**src/rtl/wpq_ram.sv**
```systemverilog
`timescale 1ns / 1ps
// ----------------------------------------------------------------------------
// wpq_ram: generic single port RAM
// One access per cycle: an optional write plus a registered read (old data).
// ----------------------------------------------------------------------------
module wpq_ram #(
    parameter int Width = 8,
    parameter int Depth = 16
) (
    input  logic                     i_clk,
    input  logic                     i_we,
    input  logic [$clog2(Depth)-1:0] i_addr,
    input  logic [Width-1:0]         i_wdata,
    output logic [Width-1:0]         o_rdata
);
    logic [Width-1:0] r_mem [Depth];
    always_ff @(posedge i_clk) begin
        if (i_we) r_mem[i_addr] <= i_wdata;
        o_rdata <= r_mem[i_addr];
    end
endmodule

```
**config.mk**
```make
export PLATFORM = sky130hd
export DESIGN_NAME = wpq_ram
export DESIGN_NICKNAME = d
export VERILOG_FILES = /design/src/rtl/wpq_ram.sv
export SDC_FILE = /design/constraint.sdc
export NUM_CORES = 1
export LEC_CHECK = 0
export ABC_AREA = 1
export BUFFER_PORTS_ARGS = -buffer_cell sky130_fd_sc_hd__buf_4
export CORE_ASPECT_RATIO = 0.75
export CORE_MARGIN = 2
export CORE_UTILIZATION = 55
export DETAILED_ROUTE_END_ITERATION = 16
export PLACE_DENSITY_LB_ADDON = 0.12
export SLEW_MARGIN = 5
export SYNTH_ARGS = -nofsm -noshare
export SYNTH_HDL_FRONTEND = slang
export SYNTH_SLANG_ARGS = --single-unit
```
**constraint.sdc**
```tcl
create_clock -name i_clk -period 1.9 [get_ports i_clk]
set_input_delay 0.19 -clock i_clk [delete_from_list [all_inputs] [get_ports i_clk]]
set_output_delay 0.19 -clock i_clk [all_outputs]
set_load 0.005 [all_outputs]
```
# After elaboration in Yosys (flattened, before gate mapping)
# Memory sizes are Yosys's and may differ from the RTL's. A register that Yosys moved wholly into a read port is not among the register bits.
# Cells that the tools add are included.
[word_totals]
register_bits = 0
ram_bits = 128
in_bits = 14
out_inout_bits = 8
wordCells = 3
memories = 1
[memory_table]
columns = ["name", "words", "width", "rd", "rd_ports_with_merged_regs", "wr", "line", "source"]
rows = [
  ["r_mem", 16, 8, 1, 1, 1, "16", "logic [Width-1:0] r_mem [Depth];"],
]
[op_classes]
mux = 2
[ops]
columns = ["op", "count"]
rows = [
  ["1-bit 2-to-1 mux", 2],
]

# Logic depth before layout (Yosys ltp)
# Gate-level depths: netlist of run 1.
[depth]
ltp_word = 2
mapped_depth = 11
mapped_depth_nobuf = 9

# Worst setup path after synthesis of run 1
# Ideal clock, no wire load.
[synth_timing]
path_type = "input to register"
start = "input port i_addr[1]"
end = "memory r_mem[3][0] (enable)"
setup_ns = 0.370
arrival_time_ns = 1.197
required_time_ns = 1.530
setup_slack_ns = 0.333
cell_stages = 4
n_path_buf = 2
path_cell_list = "buf_2 clkbuf_1 nand3_1 nor2_1"
[synth_rtl]
columns = ["element", "line", "source"]
rows = [
  ["start, declared", "12", "input logic [$clog2(Depth)-1:0] i_addr,"],
  ["end, declared", "16", ""],
]
# No word-level cell before the write port.

# Worst setup path in the final report of run 1
[layout_timing]
start = "register o_rdata[1], read port of r_mem"
end = "output port o_rdata[1]"
[layout_rtl]
columns = ["element", "line", "source"]
rows = [
  ["start, declared", "14", "output logic [Width-1:0] o_rdata"],
]
# No word-level cell between the ends.

==> metrics.md, run 1 <==
| Metric | Value |
|---|---|
| Fin cells | about 740 |
| Layout cells sized above 1 | 11.74% |
| Post-CTS Setup Repair Bufs | 0 |
| DRT Pass-1 Iters | 5 |
| CP bufs+invs | 1 |
| Die Y | just over 90 µm |
| Leakage dissipation | approximately 0.0028 µW |
| Critical path class | flip-flop to output port |
| RSZ-0062 raised after global routing | no |
| Width of the chip | between 100 and 150 µm |
| Worst Skew | between 5 and 6 ps |
| Maxcap violations | 0 |
| Critical Path Slowest Stage Cell | dfxtp_1 |
| Inserted Clock Buffers | 17 |
| CP startpoint kind | flip-flop |
| Vias in the first global route | roughly 3400 |
| Root buf cell | clkbuf_16 |
| H-tree level count | 4 |
| Overall Global Routing Usage | ~24% |
| Clock slew at reported path FFs | approximately 60 ps |
| Post-Syn Area per Cell | about 10 µm² |
| WP data arrival | around 900 ps |
| CTS tree | built |
| Final Hold Vio Count | 0 |
| Total Wirelength | 12.11 mm |
| Final min period | about 1100 ps |
| Data required time of the worst path | approximately 1700 ps |
| Slew Limit Fails | 0 |
| Num rows | 31 |
| Worst slack at placement | around 420 ps |
| CTS sink count | between 100 and 150 |
| Routed len/inst | approximately 16 µm |
| I/O pin total | 22 |
| N_diodes | 0 |
| Core ar. | 9774 µm² |
| Post-Syn Area | about 5600 µm² |
| Worst setup EP type | output port |
| Initial antenna violation count | 0 |
| Largest delay contributor family on the critical path | flip-flops |
| Max VDD drop | 1.131 mV |
| Gr ovfl total | 0 |
| Deepest clock path buffer count | 2 |
| Sequential fraction of the synthesis area | a little over 70% |
| DRT iter0 DRCs | approximately 360 |
| Net Count, Synth | roughly 560 |
| Post-CTS resize count | 0 |
| Flops & latches, synth | 136 |
| Hold Path Class | input pin to flip-flop |
| Antenna-violating nets left | 0 |
| Peak Freq | between 900 and 1000 MHz |
| Syn Inst Count | about 550 |
| Cts hold-fix bufs | 0 |
| Crit Path Max Fanout | 1 |
| Pwr per Cell Area | approximately 1000 nW/µm² |
| Dpl hpwl | ~7.6 mm |
| YS warnings | 0 |
| Via Count | 3671 |
| DR vias/cell | about 5.0 |
| Setup-failing EPs final | 0 |
| Placed insts | a little over 700 |
| Die area | between 10000 and 15000 µm² |
| Clk_lat worst skew | approximately 400 ps |
| NumNets Final | 606 |
| Setup TNS Final | 0 ps |
| First-pass GRT wire length | 19.15 mm |
| Max_slew headroom | approximately four fifths |
| Initial Util | a little under three fifths |
| Worst-margin pin slew | ~330 ps |
| Outcome | finished clean |
| Part of the cycle the worst path needs | approximately three fifths |
| DRC | 0 |
| Synth cell types | 11 |
| Count of buffers from port buffering | 21 |
| Area Overhead vs Synth | 17.05% |
| Fin worst setup slack | between 700 and 800 ps |
| CP peak stage delay | between 300 and 400 ps |
| Pin count of the biggest net entering global routing | 33 |
| RePlAce Congestion | approximately 0.8 |
| CP Cell Sequence | buf_4 |
state kept, by name (all words and copies together), names as in the netlist:
| signal | flops |
|---|---|
| o_rdata | 8 |
| r_mem | 128 |
metrics by stage:
stage	total power, µW	hold WS (ps)	area, µm²	util (%)
global route	7100	137.8	6546	66.97
detailed placement	3865	565.2	6000	61.38
CTS	6906	127.1	6546	66.97
global placement	3861	553.6	6000	61.38
floorplan	3666	288.9	5593	-
finish	6853	133.1	6546	66.97
Yosys cell counts (all sizes together):
cell | count | area [µm²]
clkinv | 1 | 3.750
nand3 | 4 | 20.02
dfxtp | 8 | 160.2
clkbuf | 3 | 11.26
buf | 18 | 105.1
inv | 22 | 82.58
edfxtp | 128 | 3844
nand2 | 346 | 1299
nor2 | 18 | 67.56
path summary, 6_finish.rpt:
path	start	end	slack, ps	cells past startpoint
worst min-delay path	i_wdata[2]	r_mem[7][2]$_DFFE_PP_	130	1
worst max register to register	r_mem[8][5]$_DFFE_PP_	o_rdata[5]$_DFF_P_	910	8
worst min register to register	r_mem[5][3]$_DFFE_PP_	o_rdata[3]$_DFF_P_	710	8
worst max-delay path	o_rdata[1]$_DFF_P_	o_rdata[1]	800	1
cell families after synthesis:
| kind of cell | count (synthesis) | synth area share, % |
|---|---|---|
| flip-flops | 136 | 71.59 |
| buffers and inverters | 44 | 3.624 |
| AND/OR/NAND/NOR | 368 | 24.79 |
report_power, final:
| part | switching [µW] | internal (µW) |
|---|---|---|
| sequential | 24.1 | 3360 |
| combinational | 287 | 137 |
| clock | 1150 | 1900 |
layout by cell type, fill, tap and decap left out:
cell type   instances
nand2_1           346
inv_2               1
clkinvlp_4          1
clkbuf_16          17
nor2_1             18
clkbuf_1            4
inv_1              21
bufinv_16           2
buf_12              1
clkinv_4            1
nand3_1             4
dfxtp_1             8
edfxtp_1          128
clkinv_2            3
buf_4              45
clkinv_1            5
routing by layer:
| metal | part of all wire (%) | track usage [%] | vias to the layer above |
|---|---|---|---|
| met5 | 0 | 0 | - |
| met4 | 1.2 | 6.977 | 0 |
| met3 | 6.9 | 7.161 | 16 |
| met2 | 43 | 33.43 | 124 |
| met1 | 49 | 36.92 | 1691 |
| li1 | - | - | 1840 |
final cells by class:
| cell class | instances | area, µm² |
|---|---|---|
| clock buffer | 21 | 440.4 |
| clock inverter | 11 | 106.4 |
| fill | 769 | 3228 |
| inverter | 23 | 86.33 |
| multi-input combinational | 368 | 1386 |
| sequential | 136 | 4004 |
| tap | 132 | 165.2 |
| timing repair buffer | 46 | 357.8 |
(Power assumes the default switching activity.)
==> run 2, diff against run 1 <==
clock period = 1 ns   (was 1.9 ns; I/O delays follow)
==> metrics.md, run 2 (synthesized netlist as in run 1, its figures left out) <==
| Metric | Value |
|---|---|
| Hold worst-path end | r_mem[13][7]$_DFFE_PP_ (was r_mem[7][2]$_DFFE_PP_) |
| H-tree level count | 4 (unchanged) |
| CTS tree | built (unchanged) |
| Final min period | roughly 1000 ps |
| CTS sink count | 136 (unchanged) |
| Overall Global Routing Usage | 25.54% (was 24.11%) |
| Inserted Clock Buffers | 17 (unchanged) |
| Vias in the first global route | 3740 (was 3383) |
| Worst setup EP type | flip-flop (was output port) |
| Maxcap violations | 0 (unchanged) |
| Fin worst setup slack | -5.639 ps (was 795.4 ps) |
| Crit Path Max Fanout | 1 (unchanged) |
| Slew Limit Fails | 0 (unchanged) |
| Dpl hpwl | 7.998 mm (was 7.618 mm) |
| Largest register by flop count | r_mem (unchanged) |
| Largest regs | r_mem: 128 flops, o_rdata: 8 flops (unchanged) |
| DR vias/cell | 5.325 (was 4.981) |
| NumNets Final | 599 (was 606) |
| Met1 Track Usage GR | 36.38% (was 36.92%) |
| Most used routing layer | met2 (was met1) |
| Area Overhead vs Synth | 22.19% (was 17.05%) |
| RSZ-0062 raised after global routing | yes (was no) |
| Data required time of the worst path | 1300 ps (was 1710 ps) |
| Initial Util | 57.22% (unchanged) |
| WHS Path Cells | 1 (unchanged) |
| Commonest non-fill, non-tap cell in the layout | nand2_1 (unchanged) |
| Clock power frac | 46.3% (was 44.5%) |
| R2R cell count | 8 (unchanged) |
| Combinational power share | 6.9% (was 6.2%) |
| Max_slew headroom | 80.04% (was 78.08%) |
| # fillers | 729 (was 769) |
| Initial antenna violation count | 0 (unchanged) |
| Via Count | 3887 (was 3671) |
| Cts hold-fix bufs | 0 (unchanged) |
| Reg area | 4004 µm² (unchanged) |
| Met3 usage | 6.595% (was 7.161%) |
| Deepest clock path buffer count | 2 (unchanged) |
| Die area | 11000 µm² (unchanged) |
| Cell area after layout | 6834 µm² (was 6546 µm²) |
| Antenna-violating nets left | 0 (unchanged) |
| Setup-failing EPs final | 2 (was 0) |
| Core ar. | 9774 µm² (unchanged) |
| Total power | 13720 µW (was 6853 µW) |
| Hold WS | 40.59 ps (was 133.1 ps) |
| Layout cells sized above 1 | 18.06% (was 11.74%) |
| Sequential fraction of design power | 46.8% (was 49.3%) |
| Leakage dissipation | 0.002858 µW (was 0.002843 µW) |
| Peak Freq | between 900 and 1000 MHz |
| Root buf cell | clkbuf_16 (unchanged) |
| Pint | 10820 µW (was 5396 µW) |
| WP data arrival | 1310 ps (was 910 ps) |
| Switching part of the total power | 21.14% (was 21.26%) |
| DRT Pass-1 Iters | 7 (was 5) |
| Commonest non-fill, non-tap cells in the layout | 328 x nand2_1, 128 x edfxtp_1, 35 x buf_4 (was 346 x nand2_1, 128 x edfxtp_1, 45 x buf_4) |
| DRT iter0 DRCs | 392 (was 361) |
| Hold_sp | i_wdata[7] (was i_wdata[2]) |
| Crit. Startpoint | r_mem[5][3]$_DFFE_PP_ (was o_rdata[1]$_DFF_P_) |
| Failing checks | setup timing |
| RePlAce Congestion | 0.8854 (was 0.8005) |
| I/O pin total | 22 (unchanged) |
| Worst reg2reg path startpoint | r_mem[5][3]$_DFFE_PP_ (was r_mem[8][5]$_DFFE_PP_) |
| Worst-margin pin slew | 298.7 ps (was 328.8 ps) |
| N_diodes | 0 (unchanged) |
| Placed Area | 6195 µm² (was 6000 µm²) |
| Clock slew at reported path FFs | 60 ps (about the same) |
| DRC | 0 (unchanged) |
| Gr ovfl total | 0 (unchanged) |
| Routed len/inst | 17.47 µm (was 16.42 µm) |
| P_sw | 2900 µW (was 1457 µW) |
| Max reg flops | 128 (unchanged) |
| Max VDD drop | 1.359 mV (was 1.131 mV) |
| Width of the chip | 120.4 µm (unchanged) |
| Met2 Use GR | 38.79% (was 33.43%) |
| Clk_lat worst skew | 420 ps (was 410 ps) |
| Num rows | 31 (unchanged) |
| Critical path class | flip-flop to flip-flop (was flip-flop to output port) |
| Worst Skew | 9.599 ps (was 5.565 ps) |
| Part of the cycle the worst path needs | 100.6% |
| Die Y | 91.33 µm (unchanged) |
| Final Hold Vio Count | 0 (unchanged) |
| First-pass GRT wire length | 20.31 mm (was 19.15 mm) |
| Hold Path Class | input pin to flip-flop (unchanged) |
| Total Wirelength | 12.75 mm (was 12.11 mm) |
| R2r endpoint | o_rdata[3]$_DFF_P_ (was o_rdata[5]$_DFF_P_) |
| Multi-input gate area | 1617 µm² (was 1386 µm²) |
| Pwr per Cell Area | 2007 nW/µm² (was 1047 nW/µm²) |
| Outcome | finished, violations left (was finished clean) |
| CP startpoint kind | flip-flop (unchanged) |
| Count of buffers from port buffering | 21 (unchanged) |
| Pin count of the biggest net entering global routing | 33 (unchanged) |
| Post-CTS Setup Repair Bufs | 0 (unchanged) |
| R2R setup slack | -6 ps (was 910 ps) |
-- run 2: cell types whose count changed in the layout (fill, tap and decap cells not counted), sizes merged --
cell      change
buf           -7
bufinv        +2
clkinv        -1
clkinvlp      -1
-- run 2: repair_timing --
item                       4_1_cts  5_1_grt
pin swaps                        1       19
cloned                           0        0
gates resized for setup          2       17
setup endpoints to repair        2        8
-- run 2: worst max-delay path, cell delays in order, from the launching register on --
cell and delay, ps:
edfxtp_1 370, nand2_1 80, nand2_1 60, nand2_1 50, nand2_1 70, nand2_1 70
nand2_1 50, inv_1 80, nand2_1 60
-- run 2: metal layers --
layer  share of wire, %  vias to the layer above
li1                   -                     1832
met1                 44                     1871
met2                 47                      166
met3                7.4                       18
met4               0.94                        0
met5                  0                        -
-- run 2: power by group through the flow --
| stage | sequential [µW] | clock (µW) | combinational (µW) |
|---|---|---|---|
| floorplan | 6530 | 0 | 531 |
| global placement | 6530 | 0 | 905 |
| detailed placement | 6530 | 0 | 918 |
| CTS | 6420 | 6390 | 927 |
| global route | 6430 | 6630 | 1050 |
| finish | 6420 | 6350 | 947 |
-- run 2: cell type report --
type / instances / share of cell area (%)
Clock inverter: 11 / 2.252
Multi-Input combinational cell: 368 / 23.65
Tap cell: 132 / 2.417
Clock buffer: 21 / 6.445
Inverter: 23 / 1.629
Timing Repair Buffer: 39 / 5.016
Sequential cell: 136 / 58.59
-- run 2: worst max-delay path by stage --
stage | to | slack, ps | cells after the start
2_1_floorplan | r_mem[13][0]$_DFFE_PP_ | -50 | 5
4_1_cts | o_rdata[0]$_DFF_P_ | 0.08 | 8
3_3_place_gp | r_mem[9][2]$_DFFE_PP_ | -190 | 5
5_1_grt | o_rdata[5]$_DFF_P_ | -100 | 8
6_report | o_rdata[3]$_DFF_P_ | -6 | 8
3_5_place_dp | r_mem[8][6]$_DFFE_PP_ | -240 | 5
-- run 2: through the flow --
stage | std cells | util, % | setup WS [ps] | TNS [ps]
detailed placement | 698 | 63.38 | -236.4 | -22820
finish | 730 | 69.92 | -5.639 | -9.065
global route | 730 | 69.92 | -97.61 | -483.9
CTS | 730 | 69.51 | 0.08238 | 0
floorplan | 548 | - | -51.08 | -2699
global placement | 698 | 63.38 | -189.4 | -20360
